--- src/hw/rtl/aiec_pkg.sv ---
// Shared constants and types for the accelerometer impact event counter.
// No dependencies; every other file of the block refers to this package.

package aiec_pkg;

   // Axis codes of the request
   localparam int AXIS_BITS = 2;
   localparam logic [AXIS_BITS-1:0] AXIS_X = 2'd0;
   localparam logic [AXIS_BITS-1:0] AXIS_Y = 2'd1;
   localparam logic [AXIS_BITS-1:0] AXIS_Z = 2'd2;
   localparam int AXIS_COUNT = 3;

   // Register indexes of the configuration port
   localparam int CSR_INDEX_BITS = 2;
   localparam int CSR_DATA_BITS = 16;
   localparam logic [CSR_INDEX_BITS-1:0] CSR_IMPACT_THRESHOLD = 2'd0;
   localparam logic [CSR_INDEX_BITS-1:0] CSR_OVER_LIMIT = 2'd1;
   localparam logic [CSR_INDEX_BITS-1:0] CSR_WARMUP_TRIPLES = 2'd2;

   // Register widths and reset values
   localparam int THRESHOLD_BITS = 16;
   localparam int OVER_LIMIT_BITS = 8;
   localparam int WARMUP_BITS = 7;
   localparam logic [THRESHOLD_BITS-1:0] THRESHOLD_RESET = 16'd1000;
   localparam logic [OVER_LIMIT_BITS-1:0] OVER_LIMIT_RESET = 8'd3;
   localparam logic [WARMUP_BITS-1:0] WARMUP_RESET = 7'd100;

   // Counters
   localparam int COUNT_BITS = 16;
   localparam logic [COUNT_BITS-1:0] COUNT_MAX = 16'hFFFF;
   localparam int OVER_COUNT_BITS = OVER_LIMIT_BITS + 1;
   localparam logic [OVER_COUNT_BITS-1:0] OVER_COUNT_CEILING = 9'd256;

   // Low-pass filter step: lp += (target - lp) / FILTER_DIVISOR
   localparam int FILTER_DIVISOR = 10;

   // Control that travels with each request down the pipeline
   typedef struct packed {
      logic valid;
      logic search;
   } stage_ctl_type;

endpackage

--- src/hw/rtl/aiec_square.sv ---
// Squaring stage: squares the three deviation magnitudes.
// Depends on aiec_pkg for the stage control type.

module aiec_square #(
   parameter int DEV_BITS = 24
) (
   input  logic                              clock,
   input  logic                              reset,
   input  logic                              load,
   input  aiec_pkg::stage_ctl_type           ctl_i,
   input  logic [2:0][DEV_BITS-1:0]          dev_i,
   output aiec_pkg::stage_ctl_type           ctl_ff,
   output logic [2:0][2*DEV_BITS-1:0]        sq_ff
);

   logic [2:0][2*DEV_BITS-1:0] sq_in;

   always_comb begin
      for (int k = 0; k < aiec_pkg::AXIS_COUNT; k++) begin
         sq_in[k] = (2*DEV_BITS)'(dev_i[k]) * (2*DEV_BITS)'(dev_i[k]);
      end
   end

   always_ff @(posedge clock) begin
      if (reset) begin
         ctl_ff <= '0;
      end else if (load) begin
         ctl_ff <= ctl_i;
      end
   end

   always_ff @(posedge clock) begin
      if (load) begin
         sq_ff <= sq_in;
      end
   end

endmodule

--- config.mk ---
export PLATFORM = sky130hd
export DESIGN_NAME = aiec_square
export DESIGN_NICKNAME = d
export VERILOG_FILES = /design/src/hw/rtl/aiec_pkg.sv /design/src/hw/rtl/aiec_square.sv
export SDC_FILE = /design/constraint.sdc
export NUM_CORES = 2
export LEC_CHECK = 0
export BUFFER_PORTS_ARGS = -buffer_cell sky130_fd_sc_hd__buf_4
export CAP_MARGIN = 0
export CORE_MARGIN = 2
export CORE_UTILIZATION = 25
export CTS_CLUSTER_DIAMETER = 200
export DETAILED_ROUTE_END_ITERATION = 6
export PLACE_DENSITY_LB_ADDON = 0.2
export SKIP_CTS_REPAIR_TIMING = 1
export SKIP_LAST_GASP = 1
export SLEW_MARGIN = 20
export SYNTH_ARGS = -nofsm -noshare
export SYNTH_HDL_FRONTEND = slang
export SYNTH_SLANG_ARGS = --single-unit
--- constraint.sdc ---
create_clock -name clock -period 10.55 [get_ports clock]
set_clock_uncertainty 0.1 [all_clocks]
set_input_delay 2.11 -clock clock [delete_from_list [all_inputs] [get_ports clock]]
set_output_delay 2.11 -clock clock [all_outputs]
set_load 0.01 [all_outputs]
; ---- Yosys cells after proc, flatten, opt, wreduce, memory -nomap -nowiden
; Index checks and enable logic that the tools add are counted.
[totals]
reg_bits = 146
input_bits = 77
output_inout_bits = 146
elab_cells = 8
[op_classes]
multipliers = 3
[ops]
columns = cell, count
row1 = $mul 24x24->48, 3

; ---- Depth between registers and ports, before layout
[depth]
word_depth = 1
mapped_depth = 29

; ---- Worst setup path after synthesis
; Ideal clock, no wire load.
[synth_path]
path_kind = input-to-reg
start = input port dev_i[17] in the netlist's numbering
end = register sq_ff[43] in the netlist's numbering (data pin)
setup_time_ps = 265
arrival_time_ps = 8626
t_required_ps = 10185
slack_ps = 1559
path_stages = 27
path_buffers = 3
path_cell_list = clkbuf_1 -> clkbuf_1 -> nand2_1 -> fa_1 -> inv_1 -> fa_1 -> inv_1 -> fa_1 -> fa_1 -> inv_1 -> fa_1 -> fa_1 -> inv_1 -> fa_1 -> inv_1 -> ha_1 -> buf_2 -> nand2_1 -> or3_1 -> a211o_1 -> nand3_1 -> a21oi_1 -> o21ai_1 -> a31oi_1 -> o21a_1 -> o21ai_0 -> xor2_1
[synth_rtl]
columns = element, line_no
row1 = start: declaration, aiec_square.sv:11  ; input logic [2:0][DEV_BITS-1:0] dev_i,
row2 = end signal: assignment, aiec_square.sv:34  ; sq_ff <= sq_in;
row3 = end: declaration, aiec_square.sv:13  ; output logic [2:0][2*DEV_BITS-1:0] sq_ff

==> results.cfg <==
[status]
status = completed

[floorplanning]
fp-row-count = 168
core-area_sq_um = 210000
initial_utilization_pct = 25.20
io_pins = 223
fp.dieH_um = 464.1
dieArea_sq_um = 215400
die_x_um = 464.1

[worst_setup_path]
reg2reg_depth = 2
worst-path-max-fanout = 20
worstPathArrival_ps = 9590
start_kind = primary input
crit_type = primary input to flop
crit_required_ps = 10750
critPathCaptureType = flop

[job]
max_cap_viol_count = 0

[timing]
worst_pin_slew_ps = 798.1
max_clock_freq_mhz = 106.5
setup_viol = 0
rsz0062_at_grt = no
fin_crit_ps = 9387
drv_slew = 0
setup_tns_ps = 0
hold_viol_final = 0
relSlewSlack_pct = 46.79
min_period_over_period_pct = 88.98

[global_route]
grt_max_degree = 62
track_usage_pct = 13.91
grt_pass1_wl_um = 232500
grt_pass1_vias = 40160
antenna_found_initial = 8
gr-total-overflow = 0

[drt]
drt_iter0_drc = 1515
wl_per_cell_um = 16.87
drc = 0
drt_wl_total_um = 142900
first_pass_iters = 6
vias = 35180
post_drt_via_cell_ratio = 4.153
ant_nets = 0

[worst_hold_path]
hold_class = flop to flop
worstHoldPathCells = 2

[synth]
yosys.area.top_type_share_pct = 47.86
async_flop_share_pct = 0
ys_seq_area_share_pct = 8.077
yosys.area.top_type = fa_1
syn_avg_cell_area_sq_um = 9.512
synth_edf_count = 141
synth_area_leaders = fa_1 48%, inv_1 13%, ha_1 12%
synthCells = 5563
ys_types = 71
ys_seq_elements = 143
synth.cell_area_sq_um = 52920
ys_warn_count = 0
synth-main-ff-cell = edfxtp_1

[layout]
final_cells = 8471
drive_gt1_share_pct = 5.261
syn_to_final_growth_pct = 9.846
fin_nets = 7519

[place]
placed_cells = 8437
dpl.hpwl_um = 116600
gp_congestion = 0.8027
io_buffers = 219

[clock_tree]
cts_tree = done
clock_path_buffers = 2
clock_sinks = 143
htreeDepth = 4
cts_buffers = 17
clk_pin_slew_ps = 70
clock_tree.root_cell = clkbuf_16
worstSkewPairLatency_ps = 540
## critical path: stages
cell and delay (ps):
buf_4 300, inv_1 240, nor2_1 370, inv_1 100
fa_1 490, inv_1 50, fa_1 480, fa_1 460
fa_1 530, fa_1 440, fa_1 490, inv_1 50
fa_1 470, inv_1 40, ha_1 380, a21oi_1 320
nand2_1 90, a211oi_1 390, o2111ai_1 190, nand2_1 250
o22ai_1 170, o21ai_0 480, a21oi_1 280, a41oi_1 310
xnor2_1 90
## layout by cell type (no fill, tap or decap), types with 17 or more instances in the layout
master / synthesis / routed
a21o_1: 59 / 59
a21oi_1: 150 / 150
and2_1: 350 / 350
buf_4: 3 / 236
clkbuf_16: 0 / 17
edfxtp_1: 141 / 141
fa_1: 1265 / 1265
ha_1: 526 / 526
inv_1: 1794 / 1794
nand2_1: 517 / 517
nand3_1: 22 / 22
nand4_1: 23 / 23
nor2_1: 117 / 117
nor2b_1: 27 / 27
o21ai_0: 59 / 59
o21bai_1: 20 / 20
xnor2_1: 100 / 100
xor2_1: 58 / 58
## cell usage after synthesis (8+ instances only)
| master | instances |
|---|---|
| a211oi_1 | 10 |
| a21o_1 | 59 |
| a21oi_1 | 150 |
| a31oi_1 | 14 |
| and2_1 | 350 |
| and3_1 | 9 |
| clkbuf_1 | 163 |
| edfxtp_1 | 141 |
| fa_1 | 1265 |
| ha_1 | 526 |
| inv_1 | 1794 |
| nand2_1 | 517 |
| nand2b_1 | 10 |
| nand3_1 | 22 |
| nand4_1 | 23 |
| nor2_1 | 117 |
| nor2b_1 | 27 |
| nor3_1 | 12 |
| o21a_1 | 8 |
| o21ai_0 | 59 |
| o21bai_1 | 20 |
| xnor2_1 | 100 |
| xor2_1 | 58 |
## layer usage
layer	up-vias	share of wire (%)	GRT usage (%)	wire (um)
met3	80	3.2	1.704	4630
met5	-	0	0	0
met2	505	50	24.08	71350
met4	0	1.6	2.823	2322
met1	18290	45	18.56	64570
li1	16300	-	-	-
## final timing paths
check                               start         to  slack (ps)
worst max-delay path            dev_i[40]  sq_ff[94]        1160
worst min-delay path            ctl_ff[0]  ctl_ff[0]         410
worst max register to register  ctl_ff[0]  ctl_ff[0]        9870
worst min register to register  ctl_ff[0]  ctl_ff[0]         410
## sequential cells by signal, indices dropped and copies added (netlist names)
register and flops:
ctl_ff 2, sq_ff 141
## per-stage QoR
step           setup slack (ps)  cell area, sq um  hold WS [ps]  util, %
6_report                   1163             58130         406.1    27.68
5_1_grt                   894.0             58120         460.9    27.68
4_1_cts                    1224             58120         411.1    27.68
3_5_place_dp              595.9             57560         390.5    27.41
3_3_place_gp              690.7             57560         379.5    27.41
2_1_floorplan              1559             52920         427.9        -
## area by class of cell
cell class	instances	area (sq um)
sequential	143	4274
timing repair buffer	237	1785
multi-input combinational	3458	41260
clock buffer	17	425.4
clock inverter	15	131.4
antenna	2	5.005
tap	2805	3510
inverter	1794	6734
fill	22450	151900
## logic make-up after synthesis
logic type / Yosys count / synth area share, %
buffers and inverters: 1964 / 13.96
and+or+nand+nor: 1110 / 10.12
other: 1 / 0.007087
AOI/OAI and AO/OA: 388 / 4.762
DFF: 143 / 8.077
adders and majority gates: 1791 / 60.30
muxes: 8 / 0.1584
xor gates and xnor gates: 158 / 2.615
Power is not shown: default switching activity piles up to over one toggle a cycle in this logic, so the estimate is an artifact.
