`src/hw/rtl/aiec_pkg.sv`:
```
// Shared constants and types for the accelerometer impact event counter.
// No dependencies; every other file of the block refers to this package.

package aiec_pkg;

   // Axis codes of the request
   localparam int AXIS_BITS = 2;
   localparam logic [AXIS_BITS-1:0] AXIS_X = 2'd0;
   localparam logic [AXIS_BITS-1:0] AXIS_Y = 2'd1;
   localparam logic [AXIS_BITS-1:0] AXIS_Z = 2'd2;
   localparam int AXIS_COUNT = 3;

   // Register indexes of the configuration port
   localparam int CSR_INDEX_BITS = 2;
   localparam int CSR_DATA_BITS = 16;
   localparam logic [CSR_INDEX_BITS-1:0] CSR_IMPACT_THRESHOLD = 2'd0;
   localparam logic [CSR_INDEX_BITS-1:0] CSR_OVER_LIMIT = 2'd1;
   localparam logic [CSR_INDEX_BITS-1:0] CSR_WARMUP_TRIPLES = 2'd2;

   // Register widths and reset values
   localparam int THRESHOLD_BITS = 16;
   localparam int OVER_LIMIT_BITS = 8;
   localparam int WARMUP_BITS = 7;
   localparam logic [THRESHOLD_BITS-1:0] THRESHOLD_RESET = 16'd1000;
   localparam logic [OVER_LIMIT_BITS-1:0] OVER_LIMIT_RESET = 8'd3;
   localparam logic [WARMUP_BITS-1:0] WARMUP_RESET = 7'd100;

   // Counters
   localparam int COUNT_BITS = 16;
   localparam logic [COUNT_BITS-1:0] COUNT_MAX = 16'hFFFF;
   localparam int OVER_COUNT_BITS = OVER_LIMIT_BITS + 1;
   localparam logic [OVER_COUNT_BITS-1:0] OVER_COUNT_CEILING = 9'd256;

   // Low-pass filter step: lp += (target - lp) / FILTER_DIVISOR
   localparam int FILTER_DIVISOR = 10;

   // Control that travels with each request down the pipeline
   typedef struct packed {
      logic valid;
      logic search;
   } stage_ctl_type;

endpackage

```
`src/hw/rtl/aiec_detect.sv`:
```
// Threshold compare, hysteresis counter and impact total; drives the
// response register. Depends on aiec_pkg.

module aiec_detect #(
   parameter int DEV_BITS = 24,
   parameter int FILTER_FRACTION_BITS = 8
) (
   input  logic                                   clock,
   input  logic                                   reset,
   input  logic                                   load,
   input  aiec_pkg::stage_ctl_type                ctl_i,
   input  logic [2:0][2*DEV_BITS-1:0]             sq_i,
   input  logic [aiec_pkg::THRESHOLD_BITS-1:0]    threshold,
   input  logic [aiec_pkg::OVER_LIMIT_BITS-1:0]   over_limit,
   output logic                                   rsp_valid_ff,
   output logic [aiec_pkg::COUNT_BITS-1:0]        count_ff,
   output logic                                   new_ff
);

   localparam int TW = aiec_pkg::THRESHOLD_BITS + FILTER_FRACTION_BITS;
   localparam int SW = 2 * DEV_BITS + 2;
   localparam int CW = (SW > 2 * TW) ? SW : 2 * TW;
   localparam int OCW = aiec_pkg::OVER_COUNT_BITS;

   logic [TW-1:0]                      thr;
   logic [2*TW-1:0]                    thr_sq_ff;
   logic [SW-1:0]                      sum;
   logic                               over;
   logic [OCW-1:0]                     limit;
   logic [OCW-1:0]                     oc_up;
   logic                               fresh;

   logic [OCW-1:0]                     oc_ff, oc_in;
   logic                               armed_ff, armed_in;
   logic [aiec_pkg::COUNT_BITS-1:0]    total_ff, total_in;

   assign thr = {threshold, {FILTER_FRACTION_BITS{1'b0}}};

   // Follows the threshold register; the user must change it only while the block is idle (not enforced)
   always_ff @(posedge clock) begin
      thr_sq_ff <= (2*TW)'(thr) * (2*TW)'(thr);
   end

   always_comb begin
      sum = SW'(sq_i[0]) + SW'(sq_i[1]) + SW'(sq_i[2]);
      over = CW'(sum) >= CW'(thr_sq_ff);
      limit = {1'b0, over_limit};
      oc_up = (oc_ff <= limit) ? OCW'(oc_ff + 1'b1) : oc_ff;
      oc_in = oc_ff;
      armed_in = armed_ff;
      total_in = total_ff;
      fresh = 1'b0;
      if (ctl_i.valid && ctl_i.search) begin
         if (over) begin
            oc_in = oc_up;
            if ((oc_up > limit) && armed_ff) begin
               fresh = 1'b1;
               armed_in = 1'b0;
               if (total_ff != aiec_pkg::COUNT_MAX) begin
                  total_in = total_ff + 1'b1;
               end
            end
         end else if (oc_ff != '0) begin
            oc_in = OCW'(oc_ff - 1'b1);
            // re-arm once the count drains back to zero
            if (oc_in == '0) begin
               armed_in = 1'b1;
            end
         end
      end
   end

   always_ff @(posedge clock) begin
      if (reset) begin
         oc_ff <= '0;
         armed_ff <= 1'b1;
         total_ff <= '0;
         rsp_valid_ff <= 1'b0;
      end else if (load) begin
         oc_ff <= oc_in;
         armed_ff <= armed_in;
         total_ff <= total_in;
         rsp_valid_ff <= ctl_i.valid;
      end
   end

   always_ff @(posedge clock) begin
      if (load) begin
         count_ff <= total_in;
         new_ff <= fresh;
      end
   end

   assert property (@(posedge clock) disable iff (reset)
      oc_ff <= aiec_pkg::OVER_COUNT_CEILING)
      else $error("over count beyond ceiling");

   assert property (@(posedge clock) disable iff (reset)
      !armed_ff |-> (oc_ff != '0))
      else $error("disarmed with empty over count");

   assert property (@(posedge clock) disable iff (reset)
      (load && fresh) |=> (!armed_ff && new_ff && rsp_valid_ff))
      else $error("impact not reported or not disarmed");

   assert property (@(posedge clock) disable iff (reset)
      1'b1 |=> (total_ff >= $past(total_ff)))
      else $error("impact total decreased");

endmodule

```
`config.mk`:
```
export PLATFORM = sky130hd
export DESIGN_NAME = aiec_detect
export DESIGN_NICKNAME = d
export VERILOG_FILES = /design/src/hw/rtl/aiec_pkg.sv /design/src/hw/rtl/aiec_detect.sv
export SDC_FILE = /design/constraint.sdc
export NUM_CORES = 1
export LEC_CHECK = 0
export ABC_AREA = 1
export ABC_CLOCK_PERIOD_IN_PS = 14600
export BUFFER_PORTS_ARGS = -buffer_cell sky130_fd_sc_hd__buf_2
export CAP_MARGIN = 20
export CELL_PAD_IN_SITES_DETAIL_PLACEMENT = 2
export CELL_PAD_IN_SITES_GLOBAL_PLACEMENT = 2
export CORE_ASPECT_RATIO = 1.4
export CORE_UTILIZATION = 39
export CTS_BUF_LIST = sky130_fd_sc_hd__clkbuf_8
export DETAILED_ROUTE_END_ITERATION = 8
export PLACE_DENSITY = 0.87
export SYNTH_ARGS = -nofsm -noshare
export SYNTH_HDL_FRONTEND = slang
export SYNTH_SLANG_ARGS = --single-unit
```
`constraint.sdc`:
```
create_clock -name clock -period 14.6 [get_ports clock]
set_clock_uncertainty 0.15 [all_clocks]
set_input_delay 1.46 -clock clock [delete_from_list [all_inputs] [get_ports clock]]
set_output_delay 1.46 -clock clock [all_outputs]
set_load 0.01 [all_outputs]
```
# After elaboration in Yosys (flattened, before gate mapping)
# Index checks and enable logic that the tools add are counted.
# classes
n_addsub,5
multipliers,1
magnitude_cmp,3
n_eq_ne,2
n_mux,12
n_reduce_logical,9
# ops
operator,n
16-bit 2-to-1 mux,4
49-bit by 48-bit adder with 50-bit output,1
50-bit by 48-bit >= comparator with 1-bit output,1
48-bit by 48-bit adder with 49-bit output,1
16-bit by 16-bit multiplier with 32-bit output,1
9-bit 2-to-1 mux,3
"16-bit by 1-bit adder with 16-bit output, second input constant",1
"16-bit inequality test, second input constant",1
"9-bit by 1-bit adder with 9-bit output, second input constant",1
9-bit by 8-bit greater-than comparator with 1-bit output,1
9-bit by 8-bit less-or-equal comparator with 1-bit output,1
9-bit zero test,1
9-bit nonzero test,1
"9-bit by 1-bit subtractor with 9-bit output, second input constant",1
1-bit 2-to-1 mux,5
5-bit AND reduction,1
2-bit nonzero test,2
3-bit AND reduction,1
1-bit logical AND,2
"2-bit by 1-bit inequality test with 1-bit output, second input constant",1
2-bit AND reduction,1
# word_totals
ff_bits,76
input_bits,173
out_inout_bits,18
wordCells,39

# Depth between registers and ports, before layout
# depth
ltp_word,7
ltp_mapped,39
ltp_nobuf,38

# Least setup slack after synthesis
# No wires, ideal clock.
# synth_path
path_kind,in2reg
from,input port threshold[14] (netlist bit)
to,register thr_sq_ff[45]
setup_ns,0.123
arrival_ns,6.656
required_time_ns,14.327
slack_ns,7.670
cell_stages,23
path_buffers,2
cell_sequence,clkbuf_1 > clkbuf_1 > nand2_1 > fa_1 > fa_1 > inv_1 > fa_1 > inv_1 > fa_1 > fa_1 > inv_1 > fa_1 > ha_1 > nand2_1 > inv_1 > nand2_1 > nor3_1 > nand2_1 > o211ai_1 > nand3_1 > nand2_1 > a21oi_1 > xor2_1
# synth_between
elab_chain_len,1
# synth_lines
item,line,rtl
"start, declared",aiec_detect.sv:13,"input logic [aiec_pkg::THRESHOLD_BITS-1:0] threshold,"
16-bit by 16-bit multiplier with 32-bit output,aiec_detect.sv:41,thr_sq_ff <= (2*TW)'(thr) * (2*TW)'(thr);
"end signal, assigned",aiec_detect.sv:41,
"end, declared",aiec_detect.sv:26,logic [2*TW-1:0] thr_sq_ff;
# Every way passes these cells.
# A chain may end at the register's enable or synchronous reset.

# Worst setup path after layout
# layout_path
from,input port sq_i[1] (netlist bit)
to,register oc_ff[7]
# layout_between
elab_chain_len,5
elab_cells_between_ends,6
classes_between,add/sub: 2; order compare: 1; mux: 1; reduce/logical: 2
# layout_lines
item,line,rtl
"start, declared",aiec_detect.sv:12,"input logic [2:0][2*DEV_BITS-1:0] sq_i,"
48-bit by 48-bit adder with 49-bit output *,aiec_detect.sv:45,sum = SW'(sq_i[0]) + SW'(sq_i[1]) + SW'(sq_i[2]);
49-bit by 48-bit adder with 50-bit output *,aiec_detect.sv:45,
50-bit by 48-bit >= comparator with 1-bit output *,aiec_detect.sv:46,over = CW'(sum) >= CW'(thr_sq_ff);
2-bit nonzero test (no source line),-,
3-bit AND reduction (no source line),-,
"end signal, assigned",aiec_detect.sv:80,oc_ff <= oc_in;
"end, declared",aiec_detect.sv:33,"logic [OCW-1:0] oc_ff, oc_in;"
# Mark *: on every way between the ends. The rest lies on a longest branch, timed or not.

==> metrics list <==
- Largest cells by area after synthesis: fa_1 (26%), ha_1 (16%), nand2_1 (11%)
- The commonest cells after synthesis are nand2_1 (482), inv_1 (480), fa_1 (213).
- After synthesis, the share of cell area in mux cells is 0.0006998.
- Final cycle utilization of the critical path: 0.5128
- Area of combinational cells with multiple inputs: 0.01235 sq mm
- Once layout is complete, the utilization of the core stands at 0.4368.
* Vias per std cell: ~5.3
- Yosys reg bits: 75
- Startpoint type of the worst setup path: input pin
- HPWL Detailed: 51.81 mm
* Crit Path Category: in -> reg
- The run finished with clean final reports.
- Hold buffer count at cts: 0
- Adder and majority gate portion of the synthesized area: 0.4205
- Pwr Total: 3.879 mW
* Switch share: 0.5979
- Standard cell core area: 0.04049 sq mm
- Buffers added to address setup during post-CTS repair amount to 0.
- CTS sink cnt: 75
- For this configuration, the core starts out at a cell density of 0.3974.
- The synthesized netlist occupies a cell area of 0.01609 sq mm.
* Fill count: 4945
* Number of gates resized after cts: 0
- Total overflow reported by the global router: 0
- In this run the tool buffered the top-level ports with 190 buffer cells.
- By instance count, the cell type seen most on the critical path is nand2_1.
- Number of ports placed on the die boundary: between 150 and 200
- Of the total power, registers draw 0.085.
- Part of the Yosys area used for sequential elements: 0.1039
- The initial antenna violation count came to 0.
- After synthesis, the share of flip-flops with an asynchronous set or reset is 0.
* Count of routing violations after the opening detailed-route iteration: 380
* Pre-antenna DRT Iters: 4
* Post-synthesis net count: about 2.8k
- The H-tree was split into 3 levels.
* Transition time of the tightest slew-check pin: 744.9 ps
* Number of vias after detailed routing: 15.21k
* Largest family of logic cells by synthesized area: adder cells
* Largest area contributor in the netlist: fa_1
- For this block, wires on met1 add up to 19.05 mm.
- The tightest hold path in the finished design has a slack of approximately 370 ps.
- Final min period: 7487 ps
- Registers take 0.001672 sq mm.
- MaxCap Viol Count: 0
- Dividing the detail-routed wire length by the instance count gives 20.81 microns.
- Once detail routing completed, the nets flagged for antenna violations numbered 0.
- Required time of the worst setup path: 14790 ps
* Number of design rule violations left after detail routing: 0
- 0 antenna diodes ended up in the layout.
- Floorplan die area: 0.04209 sq mm
- Across every metal layer, demand over resource in global routing totals 0.2888.
- Final cell area excluding filler cells: 0.01769 sq mm
* NetSw: ~2.3 mW
* Parity-gate share of the synthesized area counting xor and xnor cells: 0.05007
- For the final routed database, the setup TNS stands at 0 ps.
- Synthesized-area fraction occupied by ao, oa, aoi and oai cells: 0.09268
* Placed cell areas: 0.01748 sq mm
- Layout area overhead: 9.906%
- Most common cell in the synthesized netlist: nand2_1
- For this run, the leading register cell type out of synthesis is dfxtp_1.
- In the detailed route, the total length drawn on met3 is 1.348 mm.
- Setup repair after global routing left no endpoint under its margin.
* Via count of the first global-routing pass: 18.67k
- Leak: between 9 and 10 nW
* Synth warnings: 0
* Instance count of the mapped netlist: 2167
- Total setup violations reported at the end of the flow: 0
- Data arrives at the worst endpoint at 7680 ps.
- Summed over all nets, wire length on met2 after detailed routing comes to ~35 mm.
- The share of total power dissipated in combinational logic is 0.868.
- Tightest Hold Check Type: reg -> reg
- Maximum number of pins on one net before global-route repair: 36
- Of the total power, the clock network draws 0.047.
* Global-route wire length before repair: 94.85 mm
- Mean area per synthesized cell: 7.426 sq um
- Clock buffer depth: 2
- Max frequency: ~0.13 GHz
- After clock tree synthesis, the clock-pin slew on the worst setup and hold paths is 100 ps.
- In this run the horizontal extent of the chip is 173.7 microns.
- In this run the top signal layer used is met4.
* CTS tree: yes
- Final #Nets: 2903
- The synthesized design contains 17 enable-type register cells.
* Max Slew Vio Count: 0
- Critical path capture point type: flop
- Summed over all layers, the routed wires come to 59.44 mm.
- Slowest cell on the critical path: fa_1
- GP Congestion: 0.8689
- Number of hold violations in the final report: 0
- IR analysis of the VDD net gives a maximum drop of 0.0001876 V.
- Measured along the y axis, the die boundary spans around 240 microns.
- Latest clock arrival within the worst-skew pair: 420 ps
- Synthesized-area fraction occupied by and/or/nand/nor cells: 0.2036
- Share of final-layout standard cells stronger than drive strength 1: 0.1094
- Power per standard cell area: 219.4 mW/mm^2
* Normalized max-slew margin: 0.5003
- Slowest cell delay on critical path: 560 ps
* CP max FO: 11
- After synthesis, the netlist uses 52 different library cells.
* Row Count: just under 90
- The root buffer cell chosen for the clock tree is clkbuf_8.
- In this run, CTS created clock tree buffers numbering 9.
- The share of synthesized area in the top cell type comes to 0.2650.
- The internal power of the cells totals 1.560 mW.
routing by layer:
metal | vias to the layer above | GRT usage
met3 | 237 | 0.03264
li1 | 6984 | -
met1 | 7646 | 0.2476
met2 | 345 | 0.6055
met5 | - | 0
met4 | 0 | 0.1901
final timing paths:
check	from	end	slack, ps	depth (start not counted)
setup / recovery	sq_i[1]	oc_ff[7]	7110	38
hold / removal	rsp_valid_ff	rsp_valid_ff	370	2
setup reg to reg	oc_ff[2]	count_ff[1]	9690	22
hold reg to reg	rsp_valid_ff	rsp_valid_ff	370	2
through the flow:
stage | cells | setup WS, ps
CTS | 2856 | 7073
detailed placement | 2840 | 6681
floorplan | 2167 | 7670
global route | 2856 | 6436
finish | 2856 | 7113
global placement | 2840 | 7108
logic make-up after synthesis:
| group | after synthesis |
|---|---|
| buf+inv | 540 |
| fa+ha+maj | 413 |
| xor+xnor | 92 |
| compound gates | 264 |
| mux | 1 |
| flops | 75 |
| simple gates | 782 |
area by class of cell:
| type | instances | area share |
|---|---|---|
| Clock inverter | 7 | 0.004599 |
| Tap cell | 534 | 0.03778 |
| Inverter | 488 | 0.1036 |
| Clock buffer | 9 | 0.007004 |
| Timing Repair Buffer | 191 | 0.05419 |
| Multi-Input combinational cell | 1552 | 0.6983 |
| Sequential cell | 75 | 0.09452 |
cells in the final DEF, fill, tap and decap left out, drive strengths merged, types with 12 or more instances in the layout:
cell type / Yosys / routed
xnor2: 31 / 31
nand3: 95 / 95
fa: 213 / 213
o21ai: 77 / 77
dfxtp: 58 / 58
xor2: 61 / 61
a31oi: 12 / 12
a21o: 14 / 14
buf: 13 / 191
edfxtp: 17 / 17
nor2: 129 / 129
a21oi: 135 / 135
ha: 200 / 200
nor4: 13 / 13
inv: 486 / 490
nand2: 496 / 496
nor3: 24 / 24
power groups by stage:
stage / Combinational, mW / Sequential [mW] / Clock (mW)
6_report: 3.37 / 0.331 / 0.181
5_1_grt: 3.71 / 0.336 / 0.194
4_1_cts: 3.38 / 0.331 / 0.186
3_5_place_dp: 3.33 / 0.335 / 0
3_3_place_gp: 2.93 / 0.331 / 0
2_1_floorplan: 2.22 / 0.325 / 0
worst max-delay path, delay by kind of cell:
| kind | cells | cell delay (ps) |
|---|---|---|
| XOR/XNOR | 1 | 110 |
| adder cells (fa/ha/maj) | 4 | 1490 |
| AO/OA/AOI/OAI | 7 | 1250 |
| buffers and inverters | 4 | 570 |
| AND/OR/NAND/NOR | 22 | 2790 |
flip-flops by register name (all words and copies together) (netlist names):
register	count
armed_ff	1
count_ff	16
new_ff	1
oc_ff	9
rsp_valid_ff	1
thr_sq_ff	31
total_ff	16
(Power assumes the default switching activity.)
